`src/design/vtst_pkg.sv`:
```
// ----------------------------------------------------------------------------
// virtual touch stick tracker package
// shared widths, codes and payload types of the stick tracker
// ----------------------------------------------------------------------------
package vtst_pkg;

    localparam int COORD_BITS   = 12;
    localparam int ID_BITS      = 8;
    localparam int OUT_W        = 16;
    // deflection search runs over this many quotient bits, result limited to full scale
    localparam int Q_BITS       = 15;
    localparam int FULL_SCALE   = 16384;
    localparam int CNT_W        = $clog2(Q_BITS);

    // squared coordinate difference and sum of two of them
    localparam int SQ_W         = 2 * COORD_BITS;
    localparam int S_W          = SQ_W + 1;

    // shared multiplier operands and product
    localparam int MA_W         = S_W;
    localparam int MB_W         = SQ_W;
    localparam int MP_W         = MA_W + MB_W;

    // 25 * m2 and 441 * a^2, gain 4.2 squared is 441/25
    localparam int K_AREA       = 25;
    localparam int K_GAIN       = 441;
    localparam int P_W          = S_W + 5;
    localparam int R_W          = SQ_W + 9;
    localparam int GAIN_SHIFT   = 28;
    localparam int SEARCH_SHIFT = 2 * (Q_BITS - 1);
    localparam int CMP_W        = SQ_W + 38;

    localparam int CFG_IDX_W    = 2;

    typedef enum logic [CFG_IDX_W-1:0] {
        CFG_CENTER_X    = 2'd0,
        CFG_CENTER_Y    = 2'd1,
        CFG_AREA_WIDTH  = 2'd2,
        CFG_AREA_HEIGHT = 2'd3
    } t_cfg_idx;

    typedef struct packed {
        logic                  touch_active;
        logic                  touch_released;
        logic                  touch_started;
        logic [COORD_BITS-1:0] touch_x;
        logic [COORD_BITS-1:0] touch_y;
        logic [ID_BITS-1:0]    touch_tag;
        logic                  no_record;
        logic                  last_in_frame;
    } t_touch_item;

    typedef struct packed {
        logic signed [OUT_W-1:0] stick_horizontal;
        logic signed [OUT_W-1:0] stick_vertical;
        logic                    stick_engaged;
    } t_stick;

    typedef struct packed {
        logic           start;
        logic [P_W-1:0] p;
        logic [R_W-1:0] r;
    } t_defl_req;

    typedef struct packed {
        logic              busy;
        logic [Q_BITS-1:0] q;
    } t_defl_rsp;

endpackage

```
`src/design/vtst_mul.sv`:
```
// ----------------------------------------------------------------------------
// shared multiplier
// one registered multiply per cycle, operands chosen by the sequencer
// ----------------------------------------------------------------------------
module vtst_mul (
    input  logic                      i_clk,
    input  logic [vtst_pkg::MA_W-1:0] i_a,
    input  logic [vtst_pkg::MB_W-1:0] i_b,
    output logic [vtst_pkg::MP_W-1:0] o_p
);
    import vtst_pkg::*;

    logic [MP_W-1:0] r_p;

    always_ff @(posedge i_clk) begin
        r_p <= MP_W'(i_a) * MP_W'(i_b);
    end

    assign o_p = r_p;

endmodule

```
`src/design/vtst_defl.sv`:
```
// ----------------------------------------------------------------------------
// deflection search unit
// bit-serial search for the largest q with p*q^2 <= r*2^28, one bit a cycle
// ----------------------------------------------------------------------------
module vtst_defl (
    input  logic                 i_clk,
    input  logic                 i_rst_n,
    input  vtst_pkg::t_defl_req  i_req,
    output vtst_pkg::t_defl_rsp  o_rsp
);
    import vtst_pkg::*;

    logic              r_busy;
    logic [CNT_W-1:0]  r_cnt;
    logic [CMP_W-1:0]  r_t;
    logic [CMP_W-1:0]  r_us;
    logic [CMP_W-1:0]  r_ps;
    logic [CMP_W-1:0]  r_lim;
    logic [Q_BITS-1:0] r_q;
    logic [CMP_W-1:0]  n_cand;
    logic              n_ok;

    // r_t = p*q^2, r_us = p*q << (bit+1), r_ps = p << 2*bit
    assign n_cand = r_t + r_us + r_ps;
    assign n_ok   = (n_cand <= r_lim);

    always_ff @(posedge i_clk) begin
        if (!i_rst_n) begin
            r_busy <= 1'b0;
            r_cnt  <= '0;
        end else if (i_req.start) begin
            r_busy <= 1'b1;
            r_cnt  <= CNT_W'(Q_BITS - 1);
        end else if (r_busy) begin
            if (r_cnt == '0) begin
                r_busy <= 1'b0;
            end else begin
                r_cnt <= r_cnt - 1'b1;
            end
        end
    end

    always_ff @(posedge i_clk) begin
        if (i_req.start) begin
            r_t   <= '0;
            r_us  <= '0;
            r_ps  <= CMP_W'(i_req.p) << SEARCH_SHIFT;
            r_lim <= CMP_W'(i_req.r) << GAIN_SHIFT;
            r_q   <= '0;
        end else if (r_busy) begin
            if (n_ok) begin
                r_t        <= n_cand;
                r_q[r_cnt] <= 1'b1;
                r_us       <= (r_us >> 1) + r_ps;
            end else begin
                r_us <= r_us >> 1;
            end
            r_ps <= r_ps >> 2;
        end
    end

    assign o_rsp.busy = r_busy;
    assign o_rsp.q    = r_q;

endmodule

```
`src/design/virtual_touch_stick_tracker.sv`:
```
// ----------------------------------------------------------------------------
// virtual touch stick tracker
// turns a frame's touch records into a virtual joystick deflection
// ----------------------------------------------------------------------------
// usage
//   input channel: one touch record per transaction (i_in_valid, o_in_stall),
//   frames closed by last_in_frame; output channel: at most one stick value
//   per record (o_out_valid, i_out_stall); config channel: four area
//   registers written with i_cfg_valid / o_cfg_ready; the user writes them
//   only while idle, which the block itself leaves unchecked
// sequencing
//   a record with no marks, or one arriving after the frame is answered,
//   is handled in the idle state; a marked record runs squares and the ellipse
//   test on the shared multiplier; a deflection adds the states ST_RX, ST_RY,
//   ST_XGO and two bit-serial searches, x axis then y axis; the sequencer
//   handles one record at a time, o_in_stall is high meanwhile
// reset
//   synchronous, active low: nothing tracked, frame not answered, output
//   empty, area centre 0,0 and size 1 by 1
// output stall
//   the result sits in the output register until taken; the next record is
//   accepted meanwhile and waits in the emit state if it too has a result
// ----------------------------------------------------------------------------
module virtual_touch_stick_tracker (
    input  logic                              i_clk,
    input  logic                              i_rst_n,
    // touch record channel
    input  logic                              i_in_valid,
    output logic                              o_in_stall,
    input  vtst_pkg::t_touch_item             i_touch,
    // stick value channel
    output logic                              o_out_valid,
    input  logic                              i_out_stall,
    output vtst_pkg::t_stick                  o_stick,
    // configuration write channel
    input  logic                              i_cfg_valid,
    output logic                              o_cfg_ready,
    input  logic [vtst_pkg::CFG_IDX_W-1:0]    i_cfg_index,
    input  logic [vtst_pkg::COORD_BITS-1:0]   i_cfg_data
);
    import vtst_pkg::*;

    typedef enum logic [3:0] {
        ST_IDLE,
        ST_SQX,
        ST_SQY,
        ST_SQW,
        ST_SQH,
        ST_CAPA,
        ST_CAPB,
        ST_CAPC,
        ST_DECIDE,
        ST_RX,
        ST_RY,
        ST_XGO,
        ST_XRUN,
        ST_YRUN,
        ST_EMIT
    } t_state;

    // configuration registers
    logic [COORD_BITS-1:0] r_center_x;
    logic [COORD_BITS-1:0] r_center_y;
    logic [COORD_BITS-1:0] r_area_width;
    logic [COORD_BITS-1:0] r_area_height;

    // control state
    t_state                r_state;
    logic                  r_trk;
    logic [ID_BITS-1:0]    r_tid;
    logic                  r_resolved;
    logic                  r_out_valid;
    t_stick                r_out;
    t_stick                r_res;

    // per transaction datapath
    t_touch_item           r_item;
    logic [COORD_BITS-1:0] r_ax;
    logic [COORD_BITS-1:0] r_ay;
    logic                  r_nx;
    logic                  r_ny;
    logic [SQ_W-1:0]       r_dx2;
    logic [SQ_W-1:0]       r_dy2;
    logic [SQ_W-1:0]       r_w2;
    logic [SQ_W-1:0]       r_h2;
    logic [S_W-1:0]        r_s;
    logic [MP_W-1:0]       r_acc;
    logic [P_W-1:0]        r_p25;
    logic [R_W-1:0]        r_rx;
    logic [R_W-1:0]        r_ry;
    logic [Q_BITS-1:0]     r_qx;

    logic                  n_accept;
    logic                  n_marked;
    logic                  n_tx_lt;
    logic                  n_ty_lt;
    logic                  n_out_free;
    logic [MA_W-1:0]       n_mul_a;
    logic [MB_W-1:0]       n_mul_b;
    logic [MP_W-1:0]       n_prod;
    logic [S_W-1:0]        n_m2;
    logic                  n_inside;
    logic                  n_capt_try;
    logic                  n_cap;
    logic                  n_trk_a;
    logic [ID_BITS-1:0]    n_tid_a;
    logic                  n_match;
    t_defl_req             n_req;
    t_defl_rsp             n_rsp;

    // sign and limit one axis magnitude into q1.14
    function automatic logic [OUT_W-1:0] f_axis(input logic [Q_BITS-1:0] q, input logic neg);
        logic [Q_BITS-1:0] m;
        m = (q > Q_BITS'(FULL_SCALE)) ? Q_BITS'(FULL_SCALE) : q;
        return neg ? (OUT_W'(0) - OUT_W'(m)) : OUT_W'(m);
    endfunction

    assign o_cfg_ready = 1'b1;
    assign o_in_stall  = (r_state != ST_IDLE);
    assign o_out_valid = r_out_valid;
    assign o_stick     = r_out;

    assign n_accept   = i_in_valid && !o_in_stall;
    assign n_marked   = !i_touch.no_record &&
                        (i_touch.touch_active || i_touch.touch_released ||
                         i_touch.touch_started);
    assign n_tx_lt    = i_touch.touch_x < r_center_x;
    assign n_ty_lt    = i_touch.touch_y < r_center_y;
    assign n_out_free = !r_out_valid || !i_out_stall;

    // --------------------------------------------------------------------
    // configuration writes
    // --------------------------------------------------------------------
    always_ff @(posedge i_clk) begin
        if (!i_rst_n) begin
            r_center_x    <= '0;
            r_center_y    <= '0;
            r_area_width  <= COORD_BITS'(1);
            r_area_height <= COORD_BITS'(1);
        end else if (i_cfg_valid && o_cfg_ready) begin
            case (t_cfg_idx'(i_cfg_index))
                CFG_CENTER_X:    r_center_x    <= i_cfg_data;
                CFG_CENTER_Y:    r_center_y    <= i_cfg_data;
                CFG_AREA_WIDTH:  r_area_width  <= i_cfg_data;
                CFG_AREA_HEIGHT: r_area_height <= i_cfg_data;
                default: ;
            endcase
        end
    end

    // --------------------------------------------------------------------
    // shared multiplier, operand selection per sequencer step
    // --------------------------------------------------------------------
    // deflection uses h^2 while the touch lies within distance h of the centre
    assign n_m2 = ((r_area_height != '0) && (S_W'(r_h2) > r_s)) ? S_W'(r_h2) : r_s;

    always_comb begin
        n_mul_a = '0;
        n_mul_b = '0;
        case (r_state)
            ST_SQX: begin
                n_mul_a = MA_W'(r_ax);
                n_mul_b = MB_W'(r_ax);
            end
            ST_SQY: begin
                n_mul_a = MA_W'(r_ay);
                n_mul_b = MB_W'(r_ay);
            end
            ST_SQW: begin
                n_mul_a = MA_W'(r_area_width);
                n_mul_b = MB_W'(r_area_width);
            end
            ST_SQH: begin
                n_mul_a = MA_W'(r_area_height);
                n_mul_b = MB_W'(r_area_height);
            end
            ST_CAPA: begin
                // product currently holds h^2
                n_mul_a = MA_W'(r_dx2);
                n_mul_b = n_prod[MB_W-1:0];
            end
            ST_CAPB: begin
                n_mul_a = MA_W'(r_dy2);
                n_mul_b = r_w2;
            end
            ST_CAPC: begin
                n_mul_a = MA_W'(r_w2);
                n_mul_b = r_h2;
            end
            ST_DECIDE: begin
                n_mul_a = n_m2;
                n_mul_b = MB_W'(K_AREA);
            end
            ST_RX: begin
                n_mul_a = MA_W'(r_dx2);
                n_mul_b = MB_W'(K_GAIN);
            end
            ST_RY: begin
                n_mul_a = MA_W'(r_dy2);
                n_mul_b = MB_W'(K_GAIN);
            end
            default: ;
        endcase
    end

    vtst_mul u_mul (
        .i_clk (i_clk),
        .i_a   (n_mul_a),
        .i_b   (n_mul_b),
        .o_p   (n_prod)
    );

    // --------------------------------------------------------------------
    // deflection search, x axis first then y axis
    // --------------------------------------------------------------------
    assign n_req.start = (r_state == ST_XGO) || ((r_state == ST_XRUN) && !n_rsp.busy);
    assign n_req.p     = r_p25;
    assign n_req.r     = (r_state == ST_XGO) ? r_rx : r_ry;

    vtst_defl u_defl (
        .i_clk   (i_clk),
        .i_rst_n (i_rst_n),
        .i_req   (n_req),
        .o_rsp   (n_rsp)
    );

    // --------------------------------------------------------------------
    // capture and tracking decision
    // --------------------------------------------------------------------
    // inside the ellipse when 4*(dx^2*h^2 + dy^2*w^2) <= w^2*h^2
    assign n_inside   = {r_acc, 2'b00} <= (MP_W + 2)'(n_prod);
    assign n_capt_try = !r_trk && r_item.touch_started &&
                        (r_area_width != '0) && (r_area_height != '0);
    assign n_cap      = n_capt_try && n_inside;
    assign n_trk_a    = r_trk || n_cap;
    assign n_tid_a    = n_cap ? r_item.touch_tag : r_tid;
    assign n_match    = (n_tid_a == r_item.touch_tag);

    // --------------------------------------------------------------------
    // datapath registers
    // --------------------------------------------------------------------
    always_ff @(posedge i_clk) begin
        if (n_accept) begin
            r_item <= i_touch;
            r_nx   <= n_tx_lt;
            r_ny   <= n_ty_lt;
            r_ax   <= n_tx_lt ? (r_center_x - i_touch.touch_x) : (i_touch.touch_x - r_center_x);
            r_ay   <= n_ty_lt ? (r_center_y - i_touch.touch_y) : (i_touch.touch_y - r_center_y);
        end
        case (r_state)
            ST_SQY:  r_dx2 <= n_prod[SQ_W-1:0];
            ST_SQW:  r_dy2 <= n_prod[SQ_W-1:0];
            ST_SQH: begin
                r_w2 <= n_prod[SQ_W-1:0];
                r_s  <= S_W'(r_dx2) + S_W'(r_dy2);
            end
            ST_CAPA: r_h2  <= n_prod[SQ_W-1:0];
            ST_CAPB: r_acc <= n_prod;
            ST_CAPC: r_acc <= r_acc + n_prod;
            ST_RX:   r_p25 <= n_prod[P_W-1:0];
            ST_RY:   r_rx  <= n_prod[R_W-1:0];
            ST_XGO:  r_ry  <= n_prod[R_W-1:0];
            ST_XRUN: begin
                if (!n_rsp.busy) begin
                    r_qx <= n_rsp.q;
                end
            end
            default: ;
        endcase
    end

    // --------------------------------------------------------------------
    // sequencer, tracking state and output register
    // --------------------------------------------------------------------
    always_ff @(posedge i_clk) begin
        if (!i_rst_n) begin
            r_state     <= ST_IDLE;
            r_trk       <= 1'b0;
            r_tid       <= '0;
            r_resolved  <= 1'b0;
            r_out_valid <= 1'b0;
        end else begin
            // output register drains when taken, the emit state refills it itself
            if (r_out_valid && !i_out_stall && (r_state != ST_EMIT)) begin
                r_out_valid <= 1'b0;
            end
            case (r_state)
                ST_IDLE: begin
                    if (n_accept) begin
                        if (r_resolved) begin
                            // frame already answered, only its end matters
                            if (i_touch.last_in_frame) begin
                                r_resolved <= 1'b0;
                            end
                        end else if (n_marked) begin
                            r_state <= ST_SQX;
                        end else if (i_touch.last_in_frame) begin
                            r_trk   <= 1'b0;
                            r_res   <= '0;
                            r_state <= ST_EMIT;
                        end
                    end
                end
                ST_SQX:  r_state <= ST_SQY;
                ST_SQY:  r_state <= ST_SQW;
                ST_SQW:  r_state <= ST_SQH;
                ST_SQH:  r_state <= ST_CAPA;
                ST_CAPA: r_state <= ST_CAPB;
                ST_CAPB: r_state <= ST_CAPC;
                ST_CAPC: r_state <= ST_DECIDE;
                ST_DECIDE: begin
                    r_tid <= n_tid_a;
                    if (r_item.touch_released && n_match) begin
                        // release of the tracked finger, capture first if both
                        r_trk <= 1'b0;
                        if (r_item.last_in_frame) begin
                            r_res   <= '0;
                            r_state <= ST_EMIT;
                        end else begin
                            r_state <= ST_IDLE;
                        end
                    end else if (n_trk_a && n_match) begin
                        r_trk      <= 1'b1;
                        r_resolved <= !r_item.last_in_frame;
                        r_state    <= ST_RX;
                    end else if (r_item.last_in_frame) begin
                        r_trk   <= 1'b0;
                        r_res   <= '0;
                        r_state <= ST_EMIT;
                    end else begin
                        r_trk   <= n_trk_a;
                        r_state <= ST_IDLE;
                    end
                end
                ST_RX:   r_state <= ST_RY;
                ST_RY:   r_state <= ST_XGO;
                ST_XGO:  r_state <= ST_XRUN;
                ST_XRUN: begin
                    if (!n_rsp.busy) begin
                        r_state <= ST_YRUN;
                    end
                end
                ST_YRUN: begin
                    if (!n_rsp.busy) begin
                        // touch exactly at the centre gives no deflection
                        if (r_s == '0) begin
                            r_res.stick_horizontal <= '0;
                            r_res.stick_vertical   <= '0;
                        end else begin
                            r_res.stick_horizontal <= $signed(f_axis(r_qx, r_nx));
                            r_res.stick_vertical   <= $signed(f_axis(n_rsp.q, r_ny));
                        end
                        r_res.stick_engaged <= 1'b1;
                        r_state             <= ST_EMIT;
                    end
                end
                ST_EMIT: begin
                    if (n_out_free) begin
                        r_out       <= r_res;
                        r_out_valid <= 1'b1;
                        r_state     <= ST_IDLE;
                    end
                end
                default: r_state <= ST_IDLE;
            endcase
        end
    end

    // --------------------------------------------------------------------
    // assertions
    // --------------------------------------------------------------------
    // a frame closed without a tracked touch reports a centred stick
    a_zero_when_free: assert property (@(posedge i_clk) disable iff (!i_rst_n)
        (o_out_valid && !o_stick.stick_engaged) |->
            (o_stick.stick_horizontal == '0) && (o_stick.stick_vertical == '0))
        else $error("disengaged stick value is not zero");

    // deflection never exceeds full scale
    a_full_scale: assert property (@(posedge i_clk) disable iff (!i_rst_n)
        o_out_valid |->
            (o_stick.stick_horizontal <= 16'sd16384) &&
            (o_stick.stick_horizontal >= -16'sd16384) &&
            (o_stick.stick_vertical <= 16'sd16384) &&
            (o_stick.stick_vertical >= -16'sd16384))
        else $error("stick deflection beyond full scale");

    // the y search follows the x search without a gap
    a_y_follows_x: assert property (@(posedge i_clk) disable iff (!i_rst_n)
        ((r_state == ST_XRUN) && !n_rsp.busy) |=> n_rsp.busy)
        else $error("y axis search not started after x axis");

    // a frame is marked answered only by a tracking decision
    a_resolved_src: assert property (@(posedge i_clk) disable iff (!i_rst_n)
        $rose(r_resolved) |-> ($past(r_state) == ST_DECIDE))
        else $error("frame marked answered outside the decision step");

endmodule

```
`config.mk`:
```
export PLATFORM = sky130hd
export DESIGN_NAME = virtual_touch_stick_tracker
export DESIGN_NICKNAME = d
export VERILOG_FILES = /design/src/design/vtst_pkg.sv /design/src/design/vtst_mul.sv /design/src/design/vtst_defl.sv /design/src/design/virtual_touch_stick_tracker.sv
export SDC_FILE = /design/constraint.sdc
export NUM_CORES = 2
export LEC_CHECK = 0
export CAP_MARGIN = 20
export CORE_MARGIN = 4
export CORE_UTILIZATION = 28
export DETAILED_ROUTE_END_ITERATION = 8
export DONT_BUFFER_PORTS = 1
export PLACE_DENSITY = 0.46
export REMOVE_ABC_BUFFERS = 1
export SETUP_SLACK_MARGIN = 0.4
export SLEW_MARGIN = 20
export SYNTH_ARGS = -nofsm -noshare
export SYNTH_HDL_FRONTEND = slang
export SYNTH_SLANG_ARGS = --single-unit
```
`constraint.sdc`:
```
create_clock -name i_clk -period 12.15 [get_ports i_clk]
set_input_delay 1.8225 -clock i_clk [delete_from_list [all_inputs] [get_ports i_clk]]
set_output_delay 1.8225 -clock i_clk [all_outputs]
set_load 0.05 [all_outputs]
```
==> impl_metrics.xml <==
<?xml version="1.0" encoding="UTF-8"?>
<metrics>
  <group name="clocking">
    <metric name="count_of_clock_tree_sinks" unit="">731</metric>
    <metric name="clock_latency_on_the_worst_skew_pair" unit="ns">0.70</metric>
    <metric name="clockBufferDepth" unit="">3</metric>
    <metric name="clkTransAtPathRegs" unit="ns">0.06</metric>
    <metric name="cts-root-buf" unit="">clkbuf_16</metric>
    <metric name="postCtsHoldBufs" unit="">0</metric>
    <metric name="clock_tree.htree_level_count" unit="">3</metric>
    <metric name="cts-buffers-inserted" unit="">83</metric>
    <metric name="tritoncts" unit="">done</metric>
    <metric name="cts.repair.resized" unit="">0</metric>
    <metric name="cts.repair_timing.setup_buffer_count" unit="">0</metric>
  </group>
  <group name="synthesis">
    <metric name="synth_edf_count" unit="">447</metric>
    <metric name="synth-async-reset-ratio" unit="%">0</metric>
    <metric name="postSynthRegisterBits" unit="">731</metric>
    <metric name="netlist_area" unit="um^2">63530</metric>
    <metric name="synth_top_flop_cell" unit="">edfxtp_1</metric>
    <metric name="yosysTopAreaCellShare" unit="%">21.13</metric>
    <metric name="yosysTopAreaCell" unit="">edfxtp_1</metric>
    <metric name="synth.avg_cell_area" unit="um^2">9.404</metric>
    <metric name="synthCells" unit="">6756</metric>
    <metric name="synth.yosys.warnings" unit="">0</metric>
    <metric name="synthTopCellsByArea" unit="">edfxtp_1 (21%), fa_1 (18%), ha_1 (10%), dfxtp_1 (8.9%), nand2_1 (5.7%)</metric>
    <metric name="sequential_to_total_area_share_from_yosys_stat" unit="%">30.08</metric>
    <metric name="synth.lib_cells_used.distinct" unit="">102</metric>
  </group>
  <group name="place">
    <metric name="dpl.cell_count" unit="">9607</metric>
    <metric name="placed_area" unit="um^2">67300</metric>
    <metric name="globalplace.congestion" unit="">0.8749</metric>
    <metric name="post-dp-hpwl" unit="um">151300</metric>
    <metric name="place_ws" unit="ns">0.8281</metric>
    <metric name="numPortBuffers" unit="">0</metric>
  </group>
  <group name="sta">
    <metric name="worst_slew_pin_slew" unit="ns">1.146</metric>
    <metric name="timing.final.crit_period" unit="ns">10.93</metric>
    <metric name="finalHoldViolations" unit="">0</metric>
    <metric name="final_min_period_over_clock_period" unit="%">89.93</metric>
    <metric name="maxSlewHeadroom" unit="%">23.60</metric>
    <metric name="timing.final.setup_violations" unit="">0</metric>
    <metric name="total_count_of_max_transition_violations_in_the_final_report" unit="">0</metric>
    <metric name="hold_ws" unit="ns">0.4119</metric>
    <metric name="fin_skew" unit="ns">0.03914</metric>
    <metric name="fmaxAchievable" unit="GHz">0.09152</metric>
    <metric name="grt_setup_unrepaired" unit="">false</metric>
    <metric name="layout_setup_ws" unit="ns">1.224</metric>
  </group>
  <group name="floorplanning">
    <metric name="top_level_ports" unit="">92</metric>
    <metric name="core_area" unit="um^2">225300</metric>
    <metric name="dieWidth" unit="um">484.3</metric>
    <metric name="floorplan.initialDensity" unit="%">28.19</metric>
    <metric name="chipHeight" unit="um">484.3</metric>
    <metric name="dieArea" unit="um^2">234600</metric>
    <metric name="placementRows" unit="">174</metric>
  </group>
  <group name="routing">
    <metric name="detailedRoute.firstPassIterationCount" unit="">6</metric>
    <metric name="first_iter_violations" unit="">3230</metric>
    <metric name="drt.antenna.violating_nets" unit="">0</metric>
    <metric name="via_count" unit="">48430</metric>
    <metric name="drc" unit="">0</metric>
    <metric name="wl_cell" unit="um">20.09</metric>
    <metric name="route.final.wire_length" unit="um">196100</metric>
    <metric name="avgViaCountPerCell" unit="">4.960</metric>
  </group>
  <group name="power_and_ir_drop">
    <metric name="power_density" unit="nW/um^2">237.7</metric>
    <metric name="static-leakage-power" unit="nW">30.46</metric>
    <metric name="power.share.clock" unit="%">16.6</metric>
    <metric name="finalPower" unit="mW">16.71</metric>
    <metric name="combinationalPowerShare" unit="%">60.4</metric>
    <metric name="power_switching_share" unit="%">48.28</metric>
    <metric name="power.share.sequential" unit="%">23.0</metric>
    <metric name="ir_drop" unit="mV">0.1540</metric>
    <metric name="power.internal" unit="mW">8.644</metric>
    <metric name="power.net_switching" unit="mW">8.068</metric>
  </group>
  <group name="grt">
    <metric name="largest_net_degree_at_the_start_of_global_routing" unit="">72</metric>
    <metric name="grtUsageMet3" unit="%">1.832</metric>
    <metric name="global_route.usage.met2" unit="%">27.58</metric>
    <metric name="global_route.overflow_total" unit="">0</metric>
    <metric name="grt_pass1_wl" unit="um">304000</metric>
    <metric name="antenna_found_initial" unit="">7</metric>
    <metric name="number_of_global_route_vias_before_repair" unit="">49610</metric>
    <metric name="met1_track_demand_over_resource_in_global_routing" unit="%">22.68</metric>
    <metric name="global_route.peak_usage_layer" unit="">met2</metric>
    <metric name="groute.usage.overall" unit="%">16.54</metric>
  </group>
  <group name="setup_path">
    <metric name="worst_r2r_path_depth" unit="">36</metric>
    <metric name="critical_path_class" unit="">flip-flop to flip-flop</metric>
    <metric name="worstPathMaxFanout" unit="">25</metric>
    <metric name="critPathArrivalTime" unit="ns">11.49</metric>
    <metric name="worstSetupStartpointType" unit="">flip-flop</metric>
    <metric name="timing.critical_path.slowest_cell_delay" unit="ns">0.72</metric>
    <metric name="crit_path_end_kind" unit="">flip-flop</metric>
    <metric name="worst_path_most_repeated_cell" unit="">fa_1</metric>
    <metric name="critical_path_s_slowest_cell" unit="">a311o_1</metric>
    <metric name="worst-endpoint-required" unit="ns">12.72</metric>
    <metric name="reg2reg_setup_slack" unit="ns">1.22</metric>
  </group>
  <group name="min_path">
    <metric name="worstHoldPathType" unit="">flip-flop to flip-flop</metric>
    <metric name="whs_path_depth" unit="">0</metric>
  </group>
  <group name="final_layout">
    <metric name="filler_cell_count" unit="">23450</metric>
    <metric name="drive_gt1_share" unit="%">5.405</metric>
    <metric name="final_design_area_no_fill" unit="um^2">70320</metric>
    <metric name="finalNonFillerCells" unit="">9765</metric>
    <metric name="fin_nets" unit="">7847</metric>
    <metric name="synthToLayoutAreaGrowth" unit="%">10.68</metric>
  </group>
  <group name="flow_run">
    <metric name="timing.max_cap.violations" unit="">0</metric>
  </group>
  <group name="outcome">
    <metric name="status" unit="">complete, no violations</metric>
  </group>
</metrics>
==> cell usage in the layout, fill, tap and decap left out, types with 131 or more instances in the layout <==
master / instances
nand2_1: 964
inv_1: 888
fa_1: 570
ha_1: 520
edfxtp_1: 447
a21oi_1: 352
nor2_1: 314
dfxtp_1: 284
o21ai_0: 220
a21o_1: 178
xnor2_1: 147
and2_1: 131
buf_4: 131
==> per-stage QoR <==
step	util (%)	TNS (ns)
5_1_grt	31.21	0
3_3_place_gp	29.87	0
3_5_place_dp	29.87	0
6_report	31.21	0
2_1_floorplan	-	-2.254
4_1_cts	31.19	0
==> power groups by stage <==
stage               clock (mW)  sequential [mW]  combinational, mW
detailed placement           0             3.90               10.1
global route              2.95             3.91               11.3
finish                    2.77             3.84               10.1
CTS                       2.86             3.85               10.1
global placement             0             3.90               9.99
floorplan                    0             3.69               6.90
==> cell type report <==
cell class	instances	area [um^2]	share of cell area, %
Inverter	893	3354	4.770
Clock inverter	52	689.4	0.9804
Tap cell	2992	3744	5.324
Timing Repair Buffer	132	1011	1.438
Multi-Input combinational cell	4860	40110	57.04
Clock buffer	104	2298	3.269
Antenna cell	1	2.502	0.003559
Sequential cell	731	19110	27.17
==> critical path, delay by kind of cell, from the launching register on <==
kind / cells / cell delay, ns
fa+ha+maj: 9 / 3.77
simple gates: 5 / 0.51
xor+xnor: 1 / 0.16
buf+inv: 5 / 0.75
compound gates: 16 / 5.12
flops: 1 / 0.45
==> cell usage after synthesis, types with 87 or more instances <==
| cell type | count |
|---|---|
| nand2_1 | 966 |
| nor2b_1 | 87 |
| xnor2_1 | 147 |
| a21o_1 | 179 |
| inv_1 | 889 |
| dfxtp_1 | 284 |
| ha_1 | 520 |
| nor2_1 | 325 |
| a21oi_1 | 352 |
| and2_1 | 131 |
| clkbuf_1 | 232 |
| xor2_1 | 89 |
| fa_1 | 570 |
| edfxtp_1 | 447 |
| o21ai_0 | 221 |
| mux2i_1 | 90 |
==> registers in the layout (all words and copies together), names as in the netlist, 25 cells and up <==
register	cells
u_defl.r_t	62
r_res	33
u_defl.r_us	62
r_p25	30
r_rx	33
o_stick	33
u_defl.r_ps	58
r_acc	49
u_mul.o_p	49
u_defl.r_lim	33
r_ry	33
r_s	25
==> path summary, 6_finish.rpt <==
path | from | to
setup reg to reg | r_h2[10] | u_mul.o_p[48]
hold / removal | r_res[25] | o_stick[25]
hold reg to reg | r_res[25] | o_stick[25]
setup / recovery | r_h2[10] | u_mul.o_p[48]
==> layer usage <==
layer / up-vias / routed length (um) / part of all wire, %
met5: - / 15 / 0.0076
li1: 22950 / - / -
met1: 24160 / 90880 / 46
met2: 1097 / 91750 / 47
met4: 2 / 5675 / 2.9
met3: 234 / 7803 / 4.0
==> cells by family after synthesis <==
family                     after synthesis  share of synthesized area [%]
xor gates and xnor gates               236                          3.254
AOI/OAI and AO/OA                     1460                          15.62
DFF                                    731                          30.08
and+or+nand+nor                       1954                          14.05
buffers and inverters                 1185                          7.226
adders and majority gates             1090                          28.20
muxes                                   98                          1.560
other                                    2                        0.01182
No activity file was read; power rests on OpenSTA's default activity.
